==> config.mk <==
export PLATFORM = sky130hd
export DESIGN_NAME = hcfa_frame_store
export DESIGN_NICKNAME = d
export VERILOG_FILES = /design/src/hdl/hcfa_pkg.sv /design/src/hdl/hcfa_frame_store.sv
export SDC_FILE = /design/constraint.sdc
export NUM_CORES = 2
export LEC_CHECK = 0
export BUFFER_PORTS_ARGS = -buffer_cell sky130_fd_sc_hd__buf_2
export CAP_MARGIN = 0
export CORE_ASPECT_RATIO = 0.6
export CORE_MARGIN = 10
export CORE_UTILIZATION = 40
export CTS_CLUSTER_SIZE = 20
export DETAILED_ROUTE_END_ITERATION = 8
export MAX_ROUTING_LAYER = met4
export PLACE_DENSITY = 0.54
export SLEW_MARGIN = 20
export SYNTH_ARGS = -nofsm -noshare
export SYNTH_HDL_FRONTEND = slang
export SYNTH_SLANG_ARGS = --single-unit
==> constraint.sdc <==
create_clock -name i_clk -period 8.4 [get_ports i_clk]
set_input_delay 2.1 -clock i_clk [delete_from_list [all_inputs] [get_ports i_clk]]
set_output_delay 2.1 -clock i_clk [all_outputs]
set_load 0.005 [all_outputs]
==> src/hdl/hcfa_pkg.sv <==
// Shared constants, types and ring-pointer helpers for the frame assembler.
package hcfa_pkg;

    localparam int FRAME_BYTES  = 300;
    localparam int BUFFER_DEPTH = 512;
    localparam int HDR_LEN      = 4;
    localparam int TYPE_POS     = 4;

    localparam int PTR_W  = $clog2(BUFFER_DEPTH);
    localparam int FILL_W = $clog2(BUFFER_DEPTH + 1);
    localparam int SUM_W  = FILL_W + 1;
    localparam int SIDX_W = $clog2(FRAME_BYTES);
    localparam int CNT_W  = $clog2(FRAME_BYTES + 1);

    localparam int CMD_W   = 2;
    localparam int BYTE_W  = 8;
    localparam int TIME_W  = 32;
    localparam int RIDX_W  = 9;
    localparam int EVENT_W = 3;
    localparam int LEVEL_W = 10;
    localparam int TMO_W   = 16;

    localparam int APB_DW    = 32;
    localparam int PADDR_W   = 3;
    localparam int REG_IDX_W = PADDR_W - 2;

    typedef logic [BYTE_W-1:0]    t_byte;
    typedef logic [PTR_W-1:0]     t_ptr;
    typedef logic [FILL_W-1:0]    t_fill;
    typedef logic [SIDX_W-1:0]    t_sidx;
    typedef logic [CNT_W-1:0]     t_cnt;
    typedef logic [REG_IDX_W-1:0] t_reg_idx;

    localparam t_reg_idx REG_TIMEOUT = t_reg_idx'(0);
    localparam logic [TMO_W-1:0] TIMEOUT_RESET = 16'd1000;

    localparam t_byte HDR_B0 = 8'h55;
    localparam t_byte HDR_B1 = 8'hAA;
    localparam t_byte HDR_B2 = 8'hEB;
    localparam t_byte HDR_B3 = 8'h90;
    localparam logic [4*BYTE_W-1:0] HEADER = {HDR_B0, HDR_B1, HDR_B2, HDR_B3};
    localparam t_byte HEADER_SUM = HDR_B0 + HDR_B1 + HDR_B2 + HDR_B3;

    typedef enum logic [CMD_W-1:0] {
        CMD_DATA  = 2'd0,
        CMD_CHUNK = 2'd1,
        CMD_READ  = 2'd2
    } t_cmd;

    typedef enum logic [EVENT_W-1:0] {
        EV_NONE     = 3'd0,
        EV_FRAME_OK = 3'd1,
        EV_CSUM_ERR = 3'd2,
        EV_TIMEOUT  = 3'd3,
        EV_READ     = 3'd4
    } t_event;

    typedef struct packed {
        logic  we;
        t_ptr  waddr;
        t_byte wdata;
        logic  re;
        t_ptr  raddr;
    } t_ring_req;

    typedef struct packed {
        logic  we;
        t_sidx waddr;
        t_byte wdata;
        logic  re;
        t_sidx raddr;
    } t_store_req;

    function automatic t_ptr ring_add(t_ptr a, t_fill b);
        logic [SUM_W-1:0] s;
        s = SUM_W'(a) + SUM_W'(b);
        if (s >= SUM_W'(BUFFER_DEPTH)) begin
            s = s - SUM_W'(BUFFER_DEPTH);
        end
        return PTR_W'(s);
    endfunction

    function automatic t_ptr ring_sub(t_ptr a, t_fill b);
        logic [SUM_W-1:0] s;
        s = SUM_W'(a) + SUM_W'(BUFFER_DEPTH) - SUM_W'(b);
        if (s >= SUM_W'(BUFFER_DEPTH)) begin
            s = s - SUM_W'(BUFFER_DEPTH);
        end
        return PTR_W'(s);
    endfunction

    function automatic t_ptr ring_inc(t_ptr a);
        return ring_add(a, FILL_W'(1));
    endfunction

endpackage

==> src/hdl/hcfa_frame_store.sv <==
// Last good frame memory: copy write port, registered read port.
module hcfa_frame_store import hcfa_pkg::*; (
    input  logic       i_clk,
    input  t_store_req i_req,
    output t_byte      o_rdata
);

    t_byte r_mem [FRAME_BYTES];
    t_byte r_rdata;

    always_ff @(posedge i_clk) begin
        if (i_req.we) begin
            r_mem[i_req.waddr] <= i_req.wdata;
        end
        if (i_req.re) begin
            r_rdata <= r_mem[i_req.raddr];
        end
    end

    assign o_rdata = r_rdata;

endmodule

; ---- Word level (Yosys, flattened, before mapping)
; Memories as Yosys holds them, arrays and structs flattened. A register that Yosys moved wholly into a read port is not among the register bits.
; Index checks and enable logic that the tools add are counted.
[totals]
register_bits = 0
mem_bits_rw = 2400
inputBits = 29
output_inout_bits = 8
word_cells = 3
mem_count = 1
[mem_list]
columns = memory, words, width, read_ports, rd_ports_with_merged_regs, write_ports, line
row1 = r_mem, 300, 8, 1, 1, 1, hcfa_frame_store.sv:8  ; t_byte r_mem [FRAME_BYTES];
[classes]
n_mux = 2
[op_table]
columns = op, n
row1 = two-way mux 1 bit, 2

; ---- Logic depth before layout (Yosys ltp)
[depth]
depth_word = 2
mapped_depth = 13
depth_no_buf = 7

; ---- Least setup slack after synthesis
; OpenSTA, ideal clock, no wires.
[synth_timing]
path_kind = input-to-reg
from = in i_req[1] in the netlist's numbering
to = reg r_rdata[0], in the netlist o_rdata[0] (read register of r_mem) (data pin)
setup_ns = 0.273
arrival_time_ns = 4.070
required_ns = 8.127
slack_ns = 4.057
path_stages = 8
n_path_buf = 4
cell_sequence = buf_2 > buf_4 > buf_2 > clkbuf_1 > mux4_2 > mux4_2 > o311ai_1 > o211ai_2
[synth_lines]
columns = element, line
row1 = "start, declared", hcfa_frame_store.sv:4  ; input t_store_req i_req,
row2 = "end, declared", hcfa_frame_store.sv:9  ; t_byte r_rdata;

==> metrics <==
outcome=completed; layout cells sized above 1=0.213; CP Max Fanout=49; Post-DP Area=between 90000 and 100000 um2; grt total ovfl=0; Post-synth EDFFs=around 2400; post-DP HPWL=roughly 170000 um; peak supply drop=between 150 and 200 uV; Post-synth top flop=edfxtp_1; Hold WC Path Type=reg -> reg; power density cells=~230 nW/um2; first-pass GRT wire length=~370000 um; top-area cell type share of the netlist area=0.769; row cnt=137; io pins=37; worst rel slew slack=0.108; Num CTS Buffers=roughly 220; most frequent cells in the layout=edfxtp_1 (2408), mux4_2 (493), nor2_1 (338); Antenna Nets Post-Route=0; fmax=180 MHz; WL/cell=between 30 and 40 um; gpl congestion=0.862; post_cts resized=0; Seq/Total Area, Yosys=0.769; vias in the first global route=45000; Routed WL=267000 um; Root Driver=clkbuf_16; chip height=about 400 um; Mapped Cells=4391; Worst EP arrival=roughly 6200 ps; DRC=0; H-tree lvl count=4; Inst Count DP=7398; Pre-antenna DRT Iters=7; synth top area cells=edfxtp_1 (77%), mux4_2 (12%), mux2i_1 (1.7%); vias per cell=6.01; Port Buf Inserts=36; initial antenna violation count=24; Final Max Slew Viols=0; worst r2r src=r_mem[191][1]; Final setup viols=0; # fillers=between 15000 and 20000; hold_buf cts=0; Slew @ Worst Pin=between 1000 and 1500 ps; Worst setup SP type=input port; Final TNS setup=0 ps; largest net degree at the start of global routing=189; hold_sp=r_mem[3][6]; post-CTS setup buffer count=0; CP Class=in -> reg; Pleak=0.0318 uW; Layout Skew=~43 ps; Core Area=approximately 230000 um2; vias=46900; Max Cap Viol=0; fin crit share=0.663; Worst-path clk slew=roughly 70 ps; die area=roughly 260000 um2; Nets=4521; CP Capture Type=register; Avg Cell Area, Syn=roughly 21 um2; DR iter-0 viols=between 6000 and 7000; RSZ-0062 raised after global routing=false; clock latency on the worst-skew pair=slightly below 900 ps; FFs w/ async S/R, synth=0; final hold vios=0; syn nets=~4400; die width=roughly 650 um; TritonCTS clock tree=built; Finished Layout Cells=a little under 8000; Yosys Warn Count=0; starting density of the core=0.403; area of the multi-input gates=around 20000 um2; number of synthesized register bits=roughly 2400; GRT Total Usage=0.211; clock sinks=around 2400; Max Root-Sink Buffers=4; commonest non-fill, non-tap cell in the layout=edfxtp_1; Tmin final=5570 ps; worst setup path start=i_req[0]; Area Overhead vs Synth=10.7%; cell area after layout=approximately 100000 um2; Yosys cell types=63; Yosys top cell by area=edfxtp_1; sequential cell area=approximately 72000 um2; Cell Area, Synth=around 94000 um2; CP required=approximately 9000 ps
state kept, by name, summed over array words and instances, names as in the netlist:
signal and cells:
o_rdata 8, r_mem 2400
metrics by stage:
stage,hold WS [ps],total power (uW),util,setup WS (ps)
2_1_floorplan,867,14200,-,4060
5_1_grt,1160,24800,0.446,2700
4_1_cts,1130,24300,0.446,2870
3_3_place_gp,1110,14800,0.418,1970
3_5_place_dp,1110,14800,0.418,1950
6_report,1130,24200,0.446,2830
final cells by class:
cell class              count  share of cell area
multi-input cells        1714               0.190
diodes                     21            0.000505
clock buffers             265              0.0549
repair buffers            146              0.0132
clock inverters           113             0.00830
inverters                   3            0.000156
flip-flops and latches   2408               0.695
well taps                3127              0.0376
worst max-delay path: stages:
cell and delay (ps):
buf_8 410, buf_12 360, buf_4 510, mux4_2 580, mux4_2 520, o22ai_1 1000, or4_1 270, nand3_1 70
logic make-up (layout without fill, tap and decap cells):
group / count (synthesis) / count (layout) / synth area share
AOI/OAI and AO/OA: 401 / 401 / 0.0300
buffers and inverters: 269 / 527 / 0.0215
DFF: 2408 / 2408 / 0.769
muxes: 730 / 730 / 0.153
other: 0 / 21 / 0
and+or+nand+nor: 583 / 583 / 0.0267
per-layer routing:
metal / routed length, um / vias to the layer above / GRT usage
met1: 126000 / 25500 / 0.335
met5: 0 / - / -
met4: 4360 / 0 / 0.0344
met3: 30900 / 291 / 0.0632
met2: 106000 / 2447 / 0.265
li1: - / 18700 / -
cell usage after synthesis (23+ instances only):
master and instances:
a21oi_1 83, nor3_1 32, buf_8 25, mux2i_1 163, nor2_1 344, o221ai_1 45
a22oi_1 103, buf_6 38, buf_4 26, edfxtp_1 2408, o22ai_1 58, mux4_2 493
buf_2 57, nand2_1 90, mux4_1 51, nand3_1 36, clkbuf_1 83, mux2_2 23
power by group:
| group | total, uW | internal, uW | switching, uW |
|---|---|---|---|
| combinational | 1280 | 401 | 883 |
| sequential | 13200 | 13200 | 10.2 |
| clock | 9630 | 5210 | 4420 |
worst paths after layout:
check | slack, ps | depth (start not counted) | to
worst max-delay path | 2830 | 8 | o_rdata[2]
worst min-delay path | 1130 | 6 | o_rdata[6]
worst max register to register | 5310 | 5 | o_rdata[1]
worst min register to register | 1130 | 6 | o_rdata[6]
No activity file was read; power rests on OpenSTA's default activity.
