==> src/hdl/hcfa_pkg.sv <==
// Shared constants, types and ring-pointer helpers for the frame assembler.
package hcfa_pkg;

    localparam int FRAME_BYTES  = 300;
    localparam int BUFFER_DEPTH = 512;
    localparam int HDR_LEN      = 4;
    localparam int TYPE_POS     = 4;

    localparam int PTR_W  = $clog2(BUFFER_DEPTH);
    localparam int FILL_W = $clog2(BUFFER_DEPTH + 1);
    localparam int SUM_W  = FILL_W + 1;
    localparam int SIDX_W = $clog2(FRAME_BYTES);
    localparam int CNT_W  = $clog2(FRAME_BYTES + 1);

    localparam int CMD_W   = 2;
    localparam int BYTE_W  = 8;
    localparam int TIME_W  = 32;
    localparam int RIDX_W  = 9;
    localparam int EVENT_W = 3;
    localparam int LEVEL_W = 10;
    localparam int TMO_W   = 16;

    localparam int APB_DW    = 32;
    localparam int PADDR_W   = 3;
    localparam int REG_IDX_W = PADDR_W - 2;

    typedef logic [BYTE_W-1:0]    t_byte;
    typedef logic [PTR_W-1:0]     t_ptr;
    typedef logic [FILL_W-1:0]    t_fill;
    typedef logic [SIDX_W-1:0]    t_sidx;
    typedef logic [CNT_W-1:0]     t_cnt;
    typedef logic [REG_IDX_W-1:0] t_reg_idx;

    localparam t_reg_idx REG_TIMEOUT = t_reg_idx'(0);
    localparam logic [TMO_W-1:0] TIMEOUT_RESET = 16'd1000;

    localparam t_byte HDR_B0 = 8'h55;
    localparam t_byte HDR_B1 = 8'hAA;
    localparam t_byte HDR_B2 = 8'hEB;
    localparam t_byte HDR_B3 = 8'h90;
    localparam logic [4*BYTE_W-1:0] HEADER = {HDR_B0, HDR_B1, HDR_B2, HDR_B3};
    localparam t_byte HEADER_SUM = HDR_B0 + HDR_B1 + HDR_B2 + HDR_B3;

    typedef enum logic [CMD_W-1:0] {
        CMD_DATA  = 2'd0,
        CMD_CHUNK = 2'd1,
        CMD_READ  = 2'd2
    } t_cmd;

    typedef enum logic [EVENT_W-1:0] {
        EV_NONE     = 3'd0,
        EV_FRAME_OK = 3'd1,
        EV_CSUM_ERR = 3'd2,
        EV_TIMEOUT  = 3'd3,
        EV_READ     = 3'd4
    } t_event;

    typedef struct packed {
        logic  we;
        t_ptr  waddr;
        t_byte wdata;
        logic  re;
        t_ptr  raddr;
    } t_ring_req;

    typedef struct packed {
        logic  we;
        t_sidx waddr;
        t_byte wdata;
        logic  re;
        t_sidx raddr;
    } t_store_req;

    function automatic t_ptr ring_add(t_ptr a, t_fill b);
        logic [SUM_W-1:0] s;
        s = SUM_W'(a) + SUM_W'(b);
        if (s >= SUM_W'(BUFFER_DEPTH)) begin
            s = s - SUM_W'(BUFFER_DEPTH);
        end
        return PTR_W'(s);
    endfunction

    function automatic t_ptr ring_sub(t_ptr a, t_fill b);
        logic [SUM_W-1:0] s;
        s = SUM_W'(a) + SUM_W'(BUFFER_DEPTH) - SUM_W'(b);
        if (s >= SUM_W'(BUFFER_DEPTH)) begin
            s = s - SUM_W'(BUFFER_DEPTH);
        end
        return PTR_W'(s);
    endfunction

    function automatic t_ptr ring_inc(t_ptr a);
        return ring_add(a, FILL_W'(1));
    endfunction

endpackage

==> src/hdl/hcfa_apb_regs.sv <==
// APB register block holding the chunk timeout.
module hcfa_apb_regs import hcfa_pkg::*; (
    input  logic               i_clk,
    input  logic               i_rst_n,
    input  logic               psel,
    input  logic               penable,
    input  logic               pwrite,
    input  logic [PADDR_W-1:0] paddr,
    input  logic [APB_DW-1:0]  pwdata,
    output logic [APB_DW-1:0]  prdata,
    output logic               pready,
    output logic [TMO_W-1:0]   o_timeout_ms
);

    logic [TMO_W-1:0] r_timeout_ms;
    t_reg_idx         reg_idx;
    logic             wr_en;

    assign reg_idx = paddr[PADDR_W-1:2];
    assign wr_en   = psel && penable && pwrite;
    assign pready  = 1'b1;
    assign o_timeout_ms = r_timeout_ms;

    always_ff @(posedge i_clk) begin
        if (!i_rst_n) begin
            r_timeout_ms <= TIMEOUT_RESET;
        end else if (wr_en && (reg_idx == REG_TIMEOUT)) begin
            r_timeout_ms <= pwdata[TMO_W-1:0];
        end
    end

    always_comb begin
        unique case (reg_idx)
            REG_TIMEOUT: prdata = APB_DW'(r_timeout_ms);
            default:     prdata = '0;
        endcase
    end

endmodule

==> config.mk <==
export PLATFORM = sky130hd
export DESIGN_NAME = hcfa_apb_regs
export DESIGN_NICKNAME = d
export VERILOG_FILES = /design/src/hdl/hcfa_pkg.sv /design/src/hdl/hcfa_apb_regs.sv
export SDC_FILE = /design/constraint.sdc
export NUM_CORES = 1
export LEC_CHECK = 0
export BUFFER_PORTS_ARGS = -buffer_cell sky130_fd_sc_hd__buf_2
export CELL_PAD_IN_SITES_DETAIL_PLACEMENT = 1
export CELL_PAD_IN_SITES_GLOBAL_PLACEMENT = 2
export CORE_AREA = 2 2 74 76
export DETAILED_ROUTE_END_ITERATION = 10
export DIE_AREA = 0 0 76 78
export HOLD_SLACK_MARGIN = 0.03
export PLACE_DENSITY = 0.81
export SYNTH_ARGS = -nofsm -noshare
export SYNTH_HDL_FRONTEND = slang
export SYNTH_SLANG_ARGS = --single-unit
export TNS_END_PERCENT = 30
==> constraint.sdc <==
create_clock -name i_clk -period 2.5 [get_ports i_clk]
set_input_delay 0.75 -clock i_clk [delete_from_list [all_inputs] [get_ports i_clk]]
set_output_delay 0.75 -clock i_clk [all_outputs]
set_load 0.02 [all_outputs]
# After elaboration in Yosys (flattened, before gate mapping)
# Cells that the tools add are included.
# op_classes
div,0
n_mul,0
reduce_logical,3
n_eq_ne,0
n_addsub,0
mux,1
shifts,0
n_lt_le_gt_ge,0
bitwise,1
# ops
operator,count
$mux 16,1
$logic_and 1x1->1,3
$not 1->1,1
# totals
in_bits,40
mem_bits_ro,0
latch_bits,0
regBits,16
ramBits,0
elab_cells,6
out_inout_bits,49
mem_count,0

# Depth between registers and ports, before layout
# depth
depth_word,3
mapped_depth,4
mapped_depth_nobuf,2

# Worst setup path before layout
# No wires, ideal clock.
# synth_path
path_type,input -> output
startpoint,input paddr[2]
endpoint,output prdata[10]
slack_ps,487
arrival_time_ps,1263
t_required_ps,1750
cell_stages,2
path_buffers,1
path_cell_list,clkbuf_1 nor2b_1
# synth_between
elab_chain_len,1
# synth_rtl
element,line_no,rtl
from (decl),hcfa_apb_regs.sv:8,"input logic [PADDR_W-1:0] paddr,"
$mux 16,hcfa_apb_regs.sv:33,unique case (reg_idx)
to (decl),hcfa_apb_regs.sv:10,"output logic [APB_DW-1:0] prdata,"
# No other way between the ends.

# Final worst setup path
# layout_path
startpoint,input paddr[2]
endpoint,output prdata[13]
# The elaborated chain is that of the path after synthesis.

==> impl_metrics.csv <==
group,metric,value,unit
status,status,"finished, final reports clean",
power_and_ir_drop,p_seq_frac,0.465,
worst_hold_path,hold_path_class,"reg -> reg",
synth,yosys.area.top_type,"dfxtp_1",
worst_hold_path,hp-start,"o_timeout_ms[10]",
clock_network,clk_path_buf_depth,2,
synth,ys_dominant_reg_cell,"dfxtp_1",
power_and_ir_drop,power_frac_clock,0.349,
setup_path,slowest_stage,"buf_2",
finish,nets,197,
routing,wl_per_cell,10.7,um
synth,syn_area,937,um2
clock_network,cts_buffers,3,
synth,synth_top_area_share,0.342,
floorplan,die_h,78,um
sta,fmax,459,MHz
setup_path,slowest_delay,270,ps
finish,regArea,320,um2
routing,viasPerCell,3.52,
setup_path,critPathKind,"in -> out",
synth,synth_warnings,0,
clock_network,cts.sinks,16,
finish,fillers,645,
sta,fin_skew,0,ps
setup_path,cp_common_cell,"buf_2",
synth,synth.most_common_cell,"nor2b_1",
power_and_ir_drop,pwr-share-comb,0.186,
synth,synth.distinct_cells,11,
routing,drc,0,
setup_path,crit_cells,3,
setup_path,startpoint_type,"primary input",
setup_path,crit_buf_inv,2,
placed_design,portBuffers,53,
synth,syn_avg_cell_area,8.84,um2
setup_path,reg2regPathDepth,2,
sta,finalSetupViolCount,0,
setup_path,worstPathCellList,"buf_2, and2b_2, buf_2",
routing,first_pass_iters,2,
global_route,grt_max_degree,33,
sta,final_hold_viol_count,0,
finish,syn2layout_area_growth,30.3,%
finish,largest_reg_flops,16,
sta,relSlewSlack,0.657,
clock_network,holdBufCountCts,0,
setup_path,r2r_slack,1880,ps
routing,first_iter_violations,3,
setup_path,cp.arrival,1430,ps
finish,drive_above_1_share,0.406,
sta,setup-tns-final,0,ps
finish,stdcell_count,225,
power_and_ir_drop,internal-power,0.404,mW
power_and_ir_drop,ir_drop,0.141,mV
synth,yosysSeqAreaShare,0.342,
clock_network,root_buffer,"clkbuf_8",
routing,via_count,793,
sta,post-route-period-util,0.872,
power_and_ir_drop,leakagePower,0.588,nW
synth,synth-edff-count,0,
finish,antenna_cells,0,
clock_network,ctsResizeCount,0,
sta,maxSlewViolCount,0,
global_route,antenna_found_initial,0,
placed_design,dp.cells,222,
setup_path,worstPathMaxFanout,17,
floorplan,placementRows,26,
setup_path,required,1750,ps
power_and_ir_drop,p_switching,0.165,mW
power_and_ir_drop,power.density,465,nW/um2
clock_network,clk_latency,250,ps
synth,ys_ff_latch,16,
floorplan,initial_utilization,0.186,
finish,multi_input_area,499,um2
worst_hold_path,hold_path_end,"o_timeout_ms[10]",
clock_network,post_cts_buffers,0,
global_route,grt_pass1_vias,734,
clock_network,htreeDepth,1,
setup_path,regToRegEndpoint,"o_timeout_ms[9]",
floorplan,core-area,5040,um2
sta,min_period,2180,ps
floorplan,fp.dieArea,5930,um2
sta,rsz0062_at_grt,"no",
floorplan,die_x,76,um
synth,synthArstFlopShare,0,
routing,antenna_left,0,
clock_network,cts_tree,"done",
global_route,grt_overflow,0,
routing,wl,2.41,mm
flow_run,cap_violations,0,
synth,synthCells,106,
placed_design,place_hpwl,1.76,mm
synth,synth_area_leaders,"dfxtp_1 (34%), mux2i_1 (17%), nor2b_1 (15%)",
global_route,grtUsageTotal,0.0811,
worst_hold_path,min_path_cells,2,
placed_design,gp_congestion,0.664,
synth,synth_common_cells,"nor2b_1 (22), nand2_1 (20), buf_4 (17), dfxtp_1 (16), mux2i_1 (16)",
clock_network,path_clk_slew,60,ps
power_and_ir_drop,p_sw_frac,0.290,
floorplan,io_pins,89,
setup_path,end_kind,"output port",
setup_path,crit_family,"buffers and inverters",
global_route,grt_first_pass_wirelength,3.73,mm
sta,worst_slew_pin_slew,514,ps
setup_path,r2r-start,"o_timeout_ms[9]",
-- power groups by stage --
stage	Sequential, mW	Clock (mW)	Combinational (mW)
after floorplan	0.277	0	0.0866
after global placement	0.270	0	0.106
after detailed placement	0.270	0	0.108
after CTS	0.264	0.214	0.108
after global routing	0.265	0.223	0.116
final	0.264	0.198	0.106
-- routing by layer --
metal	routed length, um	vias to the layer above	part of all wire	track usage
met1	1020	350	0.42	0.0917
met3	244	5	0.10	0.0267
met5	0	-	0	0
met4	42	0	0.017	0.0382
li1	-	392	-	-
met2	1110	46	0.46	0.138
-- through the flow --
step / worst slack [ps] / hold slack, ps / total power, mW / area (um2) / util
2_1_floorplan: 487 / 541 / 0.363 / 993 / -
3_3_place_gp: 278 / 453 / 0.376 / 1180 / 0.234
3_5_place_dp: 271 / 467 / 0.378 / 1180 / 0.234
4_1_cts: 271 / 478 / 0.586 / 1220 / 0.242
5_1_grt: 237 / 499 / 0.604 / 1220 / 0.242
6_report: 319 / 467 / 0.568 / 1220 / 0.242
-- worst max path at each step --
stage / startpoint / end
2_1_floorplan: paddr[2] / prdata[10]
3_3_place_gp: paddr[2] / prdata[13]
3_5_place_dp: paddr[2] / prdata[13]
4_1_cts: paddr[2] / prdata[13]
5_1_grt: paddr[2] / prdata[0]
6_report: paddr[2] / prdata[13]
-- placed cells by master, fill, tap and decap left out, drive strengths merged --
cell type,count
buf,54
nor2b,22
nand2,20
conb,17
mux2i,16
dfxtp,16
and2b,6
clkbuf,3
and4b,1
-- worst min-delay path: cells and delay by family, from the launching register on --
family / cells / cell delay (ps)
multiplexers: 1 / 50
flip-flops: 1 / 320
AND/OR/NAND/NOR: 1 / 50
-- logic make-up (layout without fill, tap and decap cells) --
logic type	Yosys count	after routing	synth area share
flops	16	16	0.342
mux	16	16	0.171
buf+inv	23	57	0.186
other cells	2	17	0.00801
simple gates	49	49	0.294
-- final cells by class --
cell class,count,share of cell area
sequential,16,0.262
timing repair buffer,54,0.223
clock buffer,3,0.0338
tap,70,0.0717
multi-input combinational,82,0.409
Note: power is estimated with default switching activity, not from simulation.
