File: config.mk
export PLATFORM = sky130hd
export DESIGN_NAME = hcfa_core_flat
export DESIGN_NICKNAME = d
export VERILOG_FILES = /design/src/hdl/hcfa_pkg.sv /design/src/hdl/hcfa_if.sv /design/src/hdl/hcfa_core.sv /design/src/flat_wrapper.sv
export SDC_FILE = /design/constraint.sdc
export NUM_CORES = 1
export LEC_CHECK = 0
export ABC_AREA = 1
export BUFFER_PORTS_ARGS = -buffer_cell sky130_fd_sc_hd__buf_4
export CAP_MARGIN = 20
export CORE_AREA = 5 5 145 202
export CTS_CLUSTER_DIAMETER = 60
export DETAILED_ROUTE_END_ITERATION = 8
export DIE_AREA = 0 0 150 207
export GPL_TIMING_DRIVEN = 0
export PLACE_DENSITY_LB_ADDON = 0.3
export SYNTH_ARGS = -nofsm -noshare
export SYNTH_HDL_FRONTEND = slang
export SYNTH_SLANG_ARGS = --single-unit
File: constraint.sdc
create_clock -name i_clk -period 7.4 [get_ports i_clk]
set_clock_uncertainty 0.05 [all_clocks]
set_input_delay 1.85 -clock i_clk [delete_from_list [all_inputs] [get_ports i_clk]]
set_output_delay 1.85 -clock i_clk [all_outputs]
set_load 0.005 [all_outputs]
File: src/hdl/hcfa_pkg.sv
// Shared constants, types and ring-pointer helpers for the frame assembler.
package hcfa_pkg;

    localparam int FRAME_BYTES  = 300;
    localparam int BUFFER_DEPTH = 512;
    localparam int HDR_LEN      = 4;
    localparam int TYPE_POS     = 4;

    localparam int PTR_W  = $clog2(BUFFER_DEPTH);
    localparam int FILL_W = $clog2(BUFFER_DEPTH + 1);
    localparam int SUM_W  = FILL_W + 1;
    localparam int SIDX_W = $clog2(FRAME_BYTES);
    localparam int CNT_W  = $clog2(FRAME_BYTES + 1);

    localparam int CMD_W   = 2;
    localparam int BYTE_W  = 8;
    localparam int TIME_W  = 32;
    localparam int RIDX_W  = 9;
    localparam int EVENT_W = 3;
    localparam int LEVEL_W = 10;
    localparam int TMO_W   = 16;

    localparam int APB_DW    = 32;
    localparam int PADDR_W   = 3;
    localparam int REG_IDX_W = PADDR_W - 2;

    typedef logic [BYTE_W-1:0]    t_byte;
    typedef logic [PTR_W-1:0]     t_ptr;
    typedef logic [FILL_W-1:0]    t_fill;
    typedef logic [SIDX_W-1:0]    t_sidx;
    typedef logic [CNT_W-1:0]     t_cnt;
    typedef logic [REG_IDX_W-1:0] t_reg_idx;

    localparam t_reg_idx REG_TIMEOUT = t_reg_idx'(0);
    localparam logic [TMO_W-1:0] TIMEOUT_RESET = 16'd1000;

    localparam t_byte HDR_B0 = 8'h55;
    localparam t_byte HDR_B1 = 8'hAA;
    localparam t_byte HDR_B2 = 8'hEB;
    localparam t_byte HDR_B3 = 8'h90;
    localparam logic [4*BYTE_W-1:0] HEADER = {HDR_B0, HDR_B1, HDR_B2, HDR_B3};
    localparam t_byte HEADER_SUM = HDR_B0 + HDR_B1 + HDR_B2 + HDR_B3;

    typedef enum logic [CMD_W-1:0] {
        CMD_DATA  = 2'd0,
        CMD_CHUNK = 2'd1,
        CMD_READ  = 2'd2
    } t_cmd;

    typedef enum logic [EVENT_W-1:0] {
        EV_NONE     = 3'd0,
        EV_FRAME_OK = 3'd1,
        EV_CSUM_ERR = 3'd2,
        EV_TIMEOUT  = 3'd3,
        EV_READ     = 3'd4
    } t_event;

    typedef struct packed {
        logic  we;
        t_ptr  waddr;
        t_byte wdata;
        logic  re;
        t_ptr  raddr;
    } t_ring_req;

    typedef struct packed {
        logic  we;
        t_sidx waddr;
        t_byte wdata;
        logic  re;
        t_sidx raddr;
    } t_store_req;

    function automatic t_ptr ring_add(t_ptr a, t_fill b);
        logic [SUM_W-1:0] s;
        s = SUM_W'(a) + SUM_W'(b);
        if (s >= SUM_W'(BUFFER_DEPTH)) begin
            s = s - SUM_W'(BUFFER_DEPTH);
        end
        return PTR_W'(s);
    endfunction

    function automatic t_ptr ring_sub(t_ptr a, t_fill b);
        logic [SUM_W-1:0] s;
        s = SUM_W'(a) + SUM_W'(BUFFER_DEPTH) - SUM_W'(b);
        if (s >= SUM_W'(BUFFER_DEPTH)) begin
            s = s - SUM_W'(BUFFER_DEPTH);
        end
        return PTR_W'(s);
    endfunction

    function automatic t_ptr ring_inc(t_ptr a);
        return ring_add(a, FILL_W'(1));
    endfunction

endpackage

File: src/hdl/hcfa_if.sv
// Request channel interfaces for the frame assembler input and result streams.
interface hcfa_in_if import hcfa_pkg::*; ();
    logic              valid;
    logic              ready;
    logic [CMD_W-1:0]  command;
    logic [BYTE_W-1:0] data_byte;
    logic [TIME_W-1:0] now_ms;
    logic [RIDX_W-1:0] read_index;

    modport source (output valid, command, data_byte, now_ms, read_index, input ready);
    modport sink   (input valid, command, data_byte, now_ms, read_index, output ready);
endinterface

interface hcfa_out_if import hcfa_pkg::*; ();
    logic               valid;
    logic               ready;
    logic [EVENT_W-1:0] event_res;
    logic [BYTE_W-1:0]  frame_type;
    logic [BYTE_W-1:0]  read_data;
    logic [LEVEL_W-1:0] fill_level;

    modport source (output valid, event_res, frame_type, read_data, fill_level, input ready);
    modport sink   (input valid, event_res, frame_type, read_data, fill_level, output ready);
endinterface

File: src/hdl/hcfa_core.sv
// Frame sequencer: append, header sync, checksum, rescan and copy sweeps, chunk timeout and stored-frame reads.
module hcfa_core import hcfa_pkg::*; (
    input  logic             i_clk,
    input  logic             i_rst_n,
    input  logic [TMO_W-1:0] i_timeout_ms,
    hcfa_in_if.sink          i_in,
    hcfa_out_if.source       o_out,
    output t_ring_req        o_ring_req,
    input  t_byte            i_ring_rdata,
    output t_store_req       o_store_req,
    input  t_byte            i_store_rdata
);

    typedef enum logic [2:0] {S_IDLE, S_SCAN, S_COPY, S_READ, S_OUT} t_state;

    t_state               r_state;
    t_ptr                 r_start;
    t_fill                r_fill;
    logic [TIME_W-1:0]    r_last;
    logic                 r_stored;
    t_byte                r_sum;
    logic [2:0][BYTE_W-1:0] r_win;
    t_ptr                 r_rptr;
    t_cnt                 r_icnt;
    t_cnt                 r_dcnt;
    t_cnt                 r_nreads;
    logic                 r_rd_v;
    logic                 r_rd_last;
    logic                 r_found;
    t_fill                r_hfill;
    t_byte                r_type;
    logic                 r_rd_ok;
    t_event               r_ev;
    t_byte                r_ftype;
    t_byte                r_rdata;
    logic                 r_o_valid;
    t_event               r_o_ev;
    t_byte                r_o_type;
    t_byte                r_o_rdata;
    logic [LEVEL_W-1:0]   r_o_level;

    logic              in_acc;
    t_cmd              cmd;
    logic              full;
    t_ptr              base_start;
    t_fill             base_fill;
    t_ptr              wr_addr;
    t_fill             fill_inc;
    logic              new_hdr;
    logic [TIME_W-1:0] gap;
    logic              idx_ok;
    logic              issue;
    logic              scan_hit;
    t_fill             n_hfill;
    t_byte             n_sum;
    t_fill             scan_fill;

    always_comb begin
        in_acc     = i_in.valid && (r_state == S_IDLE);
        cmd        = t_cmd'(i_in.command);
        full       = (r_fill == FILL_W'(BUFFER_DEPTH));
        base_start = full ? '0 : r_start;
        base_fill  = full ? '0 : r_fill;
        wr_addr    = ring_add(base_start, base_fill);
        fill_inc   = base_fill + FILL_W'(1);
        new_hdr    = ({r_win, i_in.data_byte} == HEADER);
        gap        = i_in.now_ms - r_last;
        idx_ok     = (32'(i_in.read_index) < 32'(FRAME_BYTES));
        issue      = ((r_state == S_SCAN) || (r_state == S_COPY)) && (r_icnt != r_nreads);
        scan_hit   = ({r_win, i_ring_rdata} == HEADER) && (r_dcnt >= CNT_W'(HDR_LEN - 1));
        n_hfill    = r_found ? (r_hfill + FILL_W'(1)) : FILL_W'(HDR_LEN);
        n_sum      = r_found ? (r_sum + i_ring_rdata) : HEADER_SUM;
        scan_fill  = (r_found || scan_hit) ? n_hfill : FILL_W'(HDR_LEN - 1);
    end

    always_comb begin
        o_ring_req.we    = in_acc && (cmd == CMD_DATA);
        o_ring_req.waddr = wr_addr;
        o_ring_req.wdata = i_in.data_byte;
        o_ring_req.re    = issue;
        o_ring_req.raddr = r_rptr;

        o_store_req.we    = (r_state == S_COPY) && r_rd_v;
        o_store_req.waddr = SIDX_W'(r_dcnt);
        o_store_req.wdata = i_ring_rdata;
        o_store_req.re    = in_acc && (cmd == CMD_READ) && idx_ok;
        o_store_req.raddr = SIDX_W'(i_in.read_index);
    end

    assign i_in.ready       = (r_state == S_IDLE);
    assign o_out.valid      = r_o_valid;
    assign o_out.event_res  = r_o_ev;
    assign o_out.frame_type = r_o_type;
    assign o_out.read_data  = r_o_rdata;
    assign o_out.fill_level = r_o_level;

    always_ff @(posedge i_clk) begin
        if (!i_rst_n) begin
            r_state   <= S_IDLE;
            r_start   <= '0;
            r_fill    <= '0;
            r_last    <= '0;
            r_stored  <= 1'b0;
            r_rd_v    <= 1'b0;
            r_rd_last <= 1'b0;
            r_o_valid <= 1'b0;
        end else begin
            if (r_o_valid && o_out.ready && (r_state != S_OUT)) begin
                r_o_valid <= 1'b0;
            end
            r_rd_v    <= issue;
            r_rd_last <= issue && (r_icnt == (r_nreads - CNT_W'(1)));
            if (issue) begin
                r_rptr <= ring_inc(r_rptr);
                r_icnt <= r_icnt + CNT_W'(1);
            end

            unique case (r_state)
                S_IDLE: begin
                    if (in_acc) begin
                        r_ftype <= '0;
                        r_rdata <= '0;
                        unique case (cmd)
                            CMD_DATA: begin
                                r_ev    <= EV_NONE;
                                r_win   <= {r_win[1:0], i_in.data_byte};
                                r_start <= ((fill_inc == FILL_W'(HDR_LEN)) && !new_hdr) ?
                                           ring_inc(base_start) : base_start;
                                if (32'(fill_inc) == 32'(FRAME_BYTES)) begin
                                    r_fill <= fill_inc;
                                    r_icnt <= '0;
                                    r_dcnt <= '0;
                                    if (r_sum == i_in.data_byte) begin
                                        r_rptr   <= base_start;
                                        r_nreads <= CNT_W'(FRAME_BYTES);
                                        r_state  <= S_COPY;
                                    end else begin
                                        r_rptr   <= ring_inc(base_start);
                                        r_nreads <= CNT_W'(FRAME_BYTES - 1);
                                        r_found  <= 1'b0;
                                        r_state  <= S_SCAN;
                                    end
                                end else begin
                                    r_state <= S_OUT;
                                    if (fill_inc < FILL_W'(HDR_LEN)) begin
                                        r_fill <= fill_inc;
                                    end else if (fill_inc == FILL_W'(HDR_LEN)) begin
                                        if (new_hdr) begin
                                            r_fill <= fill_inc;
                                            r_sum  <= HEADER_SUM;
                                        end else begin
                                            r_fill <= fill_inc - FILL_W'(1);
                                        end
                                    end else begin
                                        r_fill <= fill_inc;
                                        r_sum  <= r_sum + i_in.data_byte;
                                    end
                                end
                            end
                            CMD_CHUNK: begin
                                r_last  <= i_in.now_ms;
                                r_state <= S_OUT;
                                if ((r_fill != '0) && (gap > TIME_W'(i_timeout_ms))) begin
                                    r_fill  <= '0;
                                    r_start <= '0;
                                    r_ev    <= EV_TIMEOUT;
                                end else begin
                                    r_ev    <= EV_NONE;
                                end
                            end
                            CMD_READ: begin
                                r_ev    <= EV_READ;
                                r_rd_ok <= r_stored && idx_ok;
                                r_state <= S_READ;
                            end
                            default: begin
                                r_ev    <= EV_NONE;
                                r_state <= S_OUT;
                            end
                        endcase
                    end
                end
                S_SCAN: begin
                    if (r_rd_v) begin
                        r_win  <= {r_win[1:0], i_ring_rdata};
                        r_dcnt <= r_dcnt + CNT_W'(1);
                        if (r_found || scan_hit) begin
                            r_found <= 1'b1;
                            r_hfill <= n_hfill;
                            r_sum   <= n_sum;
                        end
                        if (r_rd_last) begin
                            r_fill  <= scan_fill;
                            r_start <= ring_sub(r_rptr, scan_fill);
                            r_ev    <= EV_CSUM_ERR;
                            r_state <= S_OUT;
                        end
                    end
                end
                S_COPY: begin
                    if (r_rd_v) begin
                        r_dcnt <= r_dcnt + CNT_W'(1);
                        if (r_dcnt == CNT_W'(TYPE_POS)) begin
                            r_type <= i_ring_rdata;
                        end
                        if (r_rd_last) begin
                            r_stored <= 1'b1;
                            r_start  <= r_rptr;
                            r_fill   <= '0;
                            r_ev     <= EV_FRAME_OK;
                            r_ftype  <= r_type;
                            r_state  <= S_OUT;
                        end
                    end
                end
                S_READ: begin
                    r_rdata <= r_rd_ok ? i_store_rdata : '0;
                    r_state <= S_OUT;
                end
                S_OUT: begin
                    if (!r_o_valid || o_out.ready) begin
                        r_o_valid <= 1'b1;
                        r_o_ev    <= r_ev;
                        r_o_type  <= r_ftype;
                        r_o_rdata <= r_rdata;
                        r_o_level <= LEVEL_W'(r_fill);
                        r_state   <= S_IDLE;
                    end
                end
                default: r_state <= S_IDLE;
            endcase
        end
    end

endmodule

File: src/flat_wrapper.sv
// flat-port wrapper written by rule: the top's interface ports become plain ports
module hcfa_core_flat import hcfa_pkg::*;
  (i_clk, i_rst_n, i_timeout_ms, o_ring_req, i_ring_rdata, o_store_req, i_store_rdata, i_in_valid, i_in_command, i_in_data_byte, i_in_now_ms, i_in_read_index, i_in_ready, o_out_valid, o_out_event_res, o_out_frame_type, o_out_read_data, o_out_fill_level, o_out_ready);
  hcfa_in_if i_in_i ();
  hcfa_out_if o_out_i ();
  input  logic i_clk;
  input  logic i_rst_n;
  input  logic [TMO_W-1:0] i_timeout_ms;
  output t_ring_req o_ring_req;
  input  t_byte i_ring_rdata;
  output t_store_req o_store_req;
  input  t_byte i_store_rdata;
  input wire logic [$bits(i_in_i.valid)-1:0] i_in_valid;
  input wire logic [$bits(i_in_i.command)-1:0] i_in_command;
  input wire logic [$bits(i_in_i.data_byte)-1:0] i_in_data_byte;
  input wire logic [$bits(i_in_i.now_ms)-1:0] i_in_now_ms;
  input wire logic [$bits(i_in_i.read_index)-1:0] i_in_read_index;
  output wire logic [$bits(i_in_i.ready)-1:0] i_in_ready;
  output wire logic [$bits(o_out_i.valid)-1:0] o_out_valid;
  output wire logic [$bits(o_out_i.event_res)-1:0] o_out_event_res;
  output wire logic [$bits(o_out_i.frame_type)-1:0] o_out_frame_type;
  output wire logic [$bits(o_out_i.read_data)-1:0] o_out_read_data;
  output wire logic [$bits(o_out_i.fill_level)-1:0] o_out_fill_level;
  input wire logic [$bits(o_out_i.ready)-1:0] o_out_ready;
  assign i_in_i.valid = i_in_valid;
  assign i_in_i.command = i_in_command;
  assign i_in_i.data_byte = i_in_data_byte;
  assign i_in_i.now_ms = i_in_now_ms;
  assign i_in_i.read_index = i_in_read_index;
  assign i_in_ready = i_in_i.ready;
  assign o_out_valid = o_out_i.valid;
  assign o_out_event_res = o_out_i.event_res;
  assign o_out_frame_type = o_out_i.frame_type;
  assign o_out_read_data = o_out_i.read_data;
  assign o_out_fill_level = o_out_i.fill_level;
  assign o_out_i.ready = o_out_ready;
  hcfa_core u_core (.i_clk(i_clk), .i_rst_n(i_rst_n), .i_timeout_ms(i_timeout_ms), .i_in(i_in_i), .o_out(o_out_i), .o_ring_req(o_ring_req), .i_ring_rdata(i_ring_rdata), .o_store_req(o_store_req), .i_store_rdata(i_store_rdata));
endmodule
# --- Yosys cells after proc, flatten, opt, wreduce, memory -nomap -nowiden ---
# Index checks and enable logic that the tools add are counted.
totals:
  reg_bits: 194
  inputBits: 87
  elab_cells: 221
classes:
  addsub: 18
  magnitude_cmp: 8
  eq_ne: 33
  n_mux: 92
  reduce_logical: 43
op_table:
  columns: ["op", "n"]
  rows:
  - ["two-way mux 9 bit", 27]
  - ["two-way mux 10 bit", 13]
  - ["two-way mux 8 bit", 13]
  - ["two-way mux 24 bit", 3]
  - ["equality test 32 x 31 -> 1 bit (second input constant)", 2]
  - ["case mux 24 bit (2 select lines)", 1]
  - ["case mux 8 bit (2 select lines)", 3]
  - ["subtractor 9 x 1 -> 9 bit (second input constant)", 5]
  - ["case mux 9 bit (2 select lines)", 2]
  - ["two-way mux 3 bit", 11]
  - ["greater-than comparator 32 x 16 -> 1 bit", 1]
  - ["subtractor 32 bit", 1]
  - ["case mux 10 bit (3 select lines)", 1]
  - ["case mux 9 bit (3 select lines)", 1]
  - ["greater-or-equal comparator 11 x 10 -> 1 bit (second input constant)", 2]
  - ["adder 10 x 1 -> 10 bit (second input constant)", 2]
  - ["adder 9 x 1 -> 10 bit (second input constant)", 2]
  - ["greater-or-equal comparator 10 bit (second input constant)", 2]
  - ["!= test 2 x 1 -> 1 bit (second input constant)", 10]
  - ["case mux 10 bit (2 select lines)", 1]
  - ["adder 9 x 1 -> 9 bit (second input constant)", 2]
  - ["adder 8 bit", 2]
  - ["AND reduction 4 bit", 4]
  - ["AND reduction 8 bit", 2]
  - ["other kinds (43)", 81]

# --- Longest topological paths before layout ---
depth:
  ltp_word: 11
  ltp_mapped: 29
  depth_no_buf: 27

# --- Worst setup path after synthesis ---
# No wires, ideal clock.
synth_timing:
  path_type: "input-to-reg"
  from: "input port i_rst_n"
  to: "register u_core.r_o_ev[0], in the netlist u_core.o_out.event_res[0] (enable)"
  arrival_time_ns: 4.440
  path_slack_ns: 2.459
  cell_stages: 4
  path_cell_list: "clkbuf_1 -> inv_1 -> clkbuf_1 -> nor3_1"
synth_between:
  elab_chain_len: 1
synth_lines:
  columns: ["element", "line_no", "rtl"]
  rows:
  - ["start, declared", "flat_wrapper.sv:7", "input logic i_rst_n;"]
  - ["AND reduction 3 bit (no source line)", null, null]
  - ["end signal, assigned", "hcfa_core.sv:223", "r_o_ev <= r_ev;"]
  - ["end, declared", "hcfa_core.sv:37", "t_event r_o_ev;"]
# Every way passes these cells.
# A chain may end at the register's enable or synchronous reset.

==> metrics.md <==
| Metric | Value |
|---|---|
| Area of the core | 0.0274 mm2 |
| Post-Synth Adder-Cell Area | 0.0890 |
| Global-route wire length before repair | 58.7 mm |
| Synthesized instance count | 1824 |
| Final setup vio count | 0 |
| Placed insts | 2369 |
| Count of max-cap constraint violations | 0 |
| Worst setup path endpoint | o_ring_req[26] |
| Result of the run | finished, final reports clean |
| Area enclosed by the die boundary | 0.0311 mm2 |
| Number of fill cells | 2605 |
| Worst voltage drop across the vdd grid | 177 uV |
| Cell leakage power | 7.51 nW |
| Simple logic cell fraction of the synthesized area | 0.270 |
| Worst max-slew margin expressed relative to the limit | 0.211 |
| Post-synthesis sequential area ratio | 0.377 |
| Nets | 2197 |
| Ranking of synthesized cells by area | sky130_fd_sc_hd__edfxtp_1 (29%), sky130_fd_sc_hd__nand2_1 (11%), sky130_fd_sc_hd__inv_1 (9.4%) |
| Share of synthesized area spent on multiplexers | 0 |
| Largest net degree at the start of global routing | 21 |
| Required time of the worst setup path | 5.50 ns |
| Finished Core Util | 0.575 |
| Yosys synthesis warning count | 0 |
| Die W | 150 um |
| Post-synthesis register bit count | 187 |
| R2R depth | 25 |
| Total global-route track usage | 0.236 |
| Critical path launch point type | flip-flop |
| Ratio of routed vias to standard cells | 5.15 |
| Final estimated routing congestion in global placement | 0.966 |
| Worst slew pin tran | 1.17 ns |
| Count of flip-flops with a built-in enable after synthesis | 129 |
| Max Transition Viols Final | 0 |
| CTS tree | yes |
| Hold_buf cts | 0 |
| Final period util | 0.798 |
| Routed wire length per instance | 15.4 um |
| Reg-to-reg setup timing slack | 3.36 ns |
| Number of nets with antenna violations after detailed routing | 0 |
| Rows | 72 |
| Top cell type by total area after synthesis | sky130_fd_sc_hd__edfxtp_1 |
| DIE HEIGHT | 207 um |
| Most common cell after layout, fill and taps aside | sky130_fd_sc_hd__nand2_1 |
| Inserted Clock Buffers | 17 |
| Drt pass-1 iters | 6 |
| Cell area reported after detailed placement | 0.0152 mm2 |
| Synthesized Nets | 2003 |
| Netlist Area Pre-Place | 0.0134 mm2 |
| Number of global-route vias before repair | 12300 |
| Clk sink count | 187 |
| Startpoint of the most critical register-to-register path | u_core.r_last[9] |
| Total congestion overflow after global routing | 0 |
| Post-CTS repair timing setup buffer count | 0 |
| Commonest cells after routing, fill and taps aside | sky130_fd_sc_hd__nand2_1 (402), sky130_fd_sc_hd__inv_1 (333), sky130_fd_sc_hd__nor2_1 (211) |
| Storage cell area | 0.00503 mm2 |
| RSZ-0062 raised after global routing | false |
| Root cell of the clock tree | sky130_fd_sc_hd__clkbuf_16 |
| Top-level I/O count | 174 |
| Main combinational cell family by area after synthesis | simple AND/OR/NAND/NOR gates |
| Max Clock Freq | 0.169 GHz |
| Antenna diode count | 0 |
| Routed vias | 12400 |
| Synth Area per Inst | 7.32 um2 |
| Skew-Pair Late Insertion Delay | 0.46 ns |
| Area growth syn-to-layout | 17.9% |
| Unique cell type count in the Yosys netlist | 49 |
| Dpl hpwl | 30.4 mm |
| Maximum buffer depth of the clock tree | 2 |
| Area fraction in compound gates after synthesis | 0.102 |
| Maximum net fanout on the critical path | 9 |
| XOR/XNOR Fraction of Synth Area | 0.0367 |
| Origin of the worst setup path | u_core.r_fill[0] |
| Hold violation count in the final report | 0 |
| Critical Path End Type | output pin |
| Share of flip-flops with an asynchronous set or reset after synthesis | 0 |
| Layout cell share with drive strength beyond 1 | 0.151 |
| WP data arrival | 4.00 ns |
| DRC | 0 |
| Tightest hold margin | 0.366 ns |
| Initial antenna violation count | 0 |
| Pwr per Cell Area | 199 mW/mm2 |
| Post-route standard cell area excluding fillers | 0.0158 mm2 |
| Non-filler cells in the finished layout | 2401 |
| Number of DRC violations after detailed-routing iteration 0 | 657 |
| Initial core utilization | 0.488 |
| Synth top area share | 0.290 |
| H-Tree Depth | 4 |
| Classification of the worst-slack hold path | reg -> reg |
| Setup tns final | 0 ns |
| Total area of multi-input combinational cells | 0.00667 mm2 |
| Time the final worst path needs with I/O delays and setup | 5.90 ns |
| Category of the most critical setup path | reg -> out |
| Post-cts resize count | 0 |
| Port bufs | 171 |
| CTS clk-pin slew, worst paths | 0.08 ns |
| Wire length reported by the detailed router | 37.0 mm |
| Dominant synthesized flop cell | sky130_fd_sc_hd__edfxtp_1 |
| Worst reg2reg path endpoint | u_core.r_fill[7] |
==> metrics by stage <==
step,power (mW),worst slack [ns]
after global routing,3.31,1.26
after CTS,3.14,1.48
after floorplan,1.90,2.46
after global placement,2.20,0.718
after detailed placement,2.22,1.81
final,3.13,1.50
==> power breakdown <==
group | internal [mW] | switching, mW
Sequential | 1.19 | 0.0546
Clock | 0.455 | 0.468
Combinational | 0.375 | 0.582
==> sequential cells by signal, indices dropped and copies added (netlist names), 8 cells and up <==
name and count:
u_core.r_ftype 8, u_core.r_last 32, u_core.r_hfill 10, u_core.o_out.read_data 8, u_core.r_start 9, u_core.o_out.fill_level 10
u_core.r_dcnt 9, u_core.r_icnt 9, u_core.r_sum 8, u_core.r_type 8, u_core.r_fill 10, u_core.o_out.frame_type 8
u_core.r_rdata 8, u_core.r_win 24, u_core.r_rptr 9
==> how the worst min path moves through the flow <==
stage | start | endpoint | depth (start not counted)
floorplan | u_core.r_ev[0] | u_core.o_out.event_res[0] | 0
global placement | u_core.r_rdata[4] | u_core.o_out.read_data[4] | 0
detailed placement | u_core.r_ftype[1] | u_core.o_out.frame_type[1] | 0
finish | u_core.r_rdata[0] | u_core.o_out.read_data[0] | 0
CTS | u_core.r_rdata[0] | u_core.o_out.read_data[0] | 0
global route | u_core.r_rdata[7] | u_core.o_out.read_data[7] | 0
==> cell type report <==
| cell class | count | share of cell area |
|---|---|---|
| Clock inverter | 15 | 0.0107 |
| Inverter | 345 | 0.0822 |
| Clock buffer | 17 | 0.0270 |
| Buffer | 63 | 0.0239 |
| Sequential cell | 187 | 0.320 |
| Multi-Input combinational cell | 1229 | 0.423 |
| Tap cell | 370 | 0.0294 |
| Timing Repair Buffer | 175 | 0.0839 |
==> synth_stat cells (12+ instances only) <==
master	number
sky130_fd_sc_hd__nor2_1	211
sky130_fd_sc_hd__nor4_1	12
sky130_fd_sc_hd__clkbuf_1	22
sky130_fd_sc_hd__xor2_1	44
sky130_fd_sc_hd__nand4_1	19
sky130_fd_sc_hd__inv_2	12
sky130_fd_sc_hd__nor3_1	30
sky130_fd_sc_hd__ha_1	87
sky130_fd_sc_hd__o21ai_0	91
sky130_fd_sc_hd__buf_4	28
sky130_fd_sc_hd__xnor2_1	12
sky130_fd_sc_hd__a21oi_1	121
sky130_fd_sc_hd__dfxtp_1	58
sky130_fd_sc_hd__nand2_1	402
sky130_fd_sc_hd__inv_1	333
sky130_fd_sc_hd__nand3_1	91
sky130_fd_sc_hd__nand3_2	16
sky130_fd_sc_hd__edfxtp_1	129
==> routing by layer <==
| metal | wire (um) | global-route usage | vias to the layer above |
|---|---|---|---|
| li1 | - | - | 6237 |
| met1 | 13100 | 0.237 | 5578 |
| met2 | 19500 | 0.446 | 431 |
| met3 | 2150 | 0.0396 | 124 |
| met4 | 2250 | 0.137 | 0 |
| met5 | 0 | 0 | - |
==> cell families (layout without fill, tap and decap cells) <==
group,Yosys count,count (layout)
simple gates,828,828
buf+inv,408,615
compound gates,253,253
flops,187,187
fa+ha+maj,92,92
xor+xnor,56,56
==> critical path: stages, from the launching register on <==
cell and delay [ns]:
sky130_fd_sc_hd__dfxtp_1 0.47, sky130_fd_sc_hd__inv_1 0.10, sky130_fd_sc_hd__ha_1 0.20, sky130_fd_sc_hd__inv_1 0.09, sky130_fd_sc_hd__nor2_1 0.07, sky130_fd_sc_hd__nand3_2 0.14
sky130_fd_sc_hd__inv_2 0.12, sky130_fd_sc_hd__nor2_1 0.46, sky130_fd_sc_hd__ha_1 0.28, sky130_fd_sc_hd__inv_1 0.06, sky130_fd_sc_hd__fa_1 0.39, sky130_fd_sc_hd__o21ai_0 0.32
sky130_fd_sc_hd__a21oi_1 0.12, sky130_fd_sc_hd__o21bai_1 0.21, sky130_fd_sc_hd__nand2_1 0.08, sky130_fd_sc_hd__nand2_1 0.06, sky130_fd_sc_hd__a21oi_1 0.08, sky130_fd_sc_hd__xnor2_1 0.15
sky130_fd_sc_hd__buf_4 0.14
Note: power is estimated with default switching activity, not from simulation.
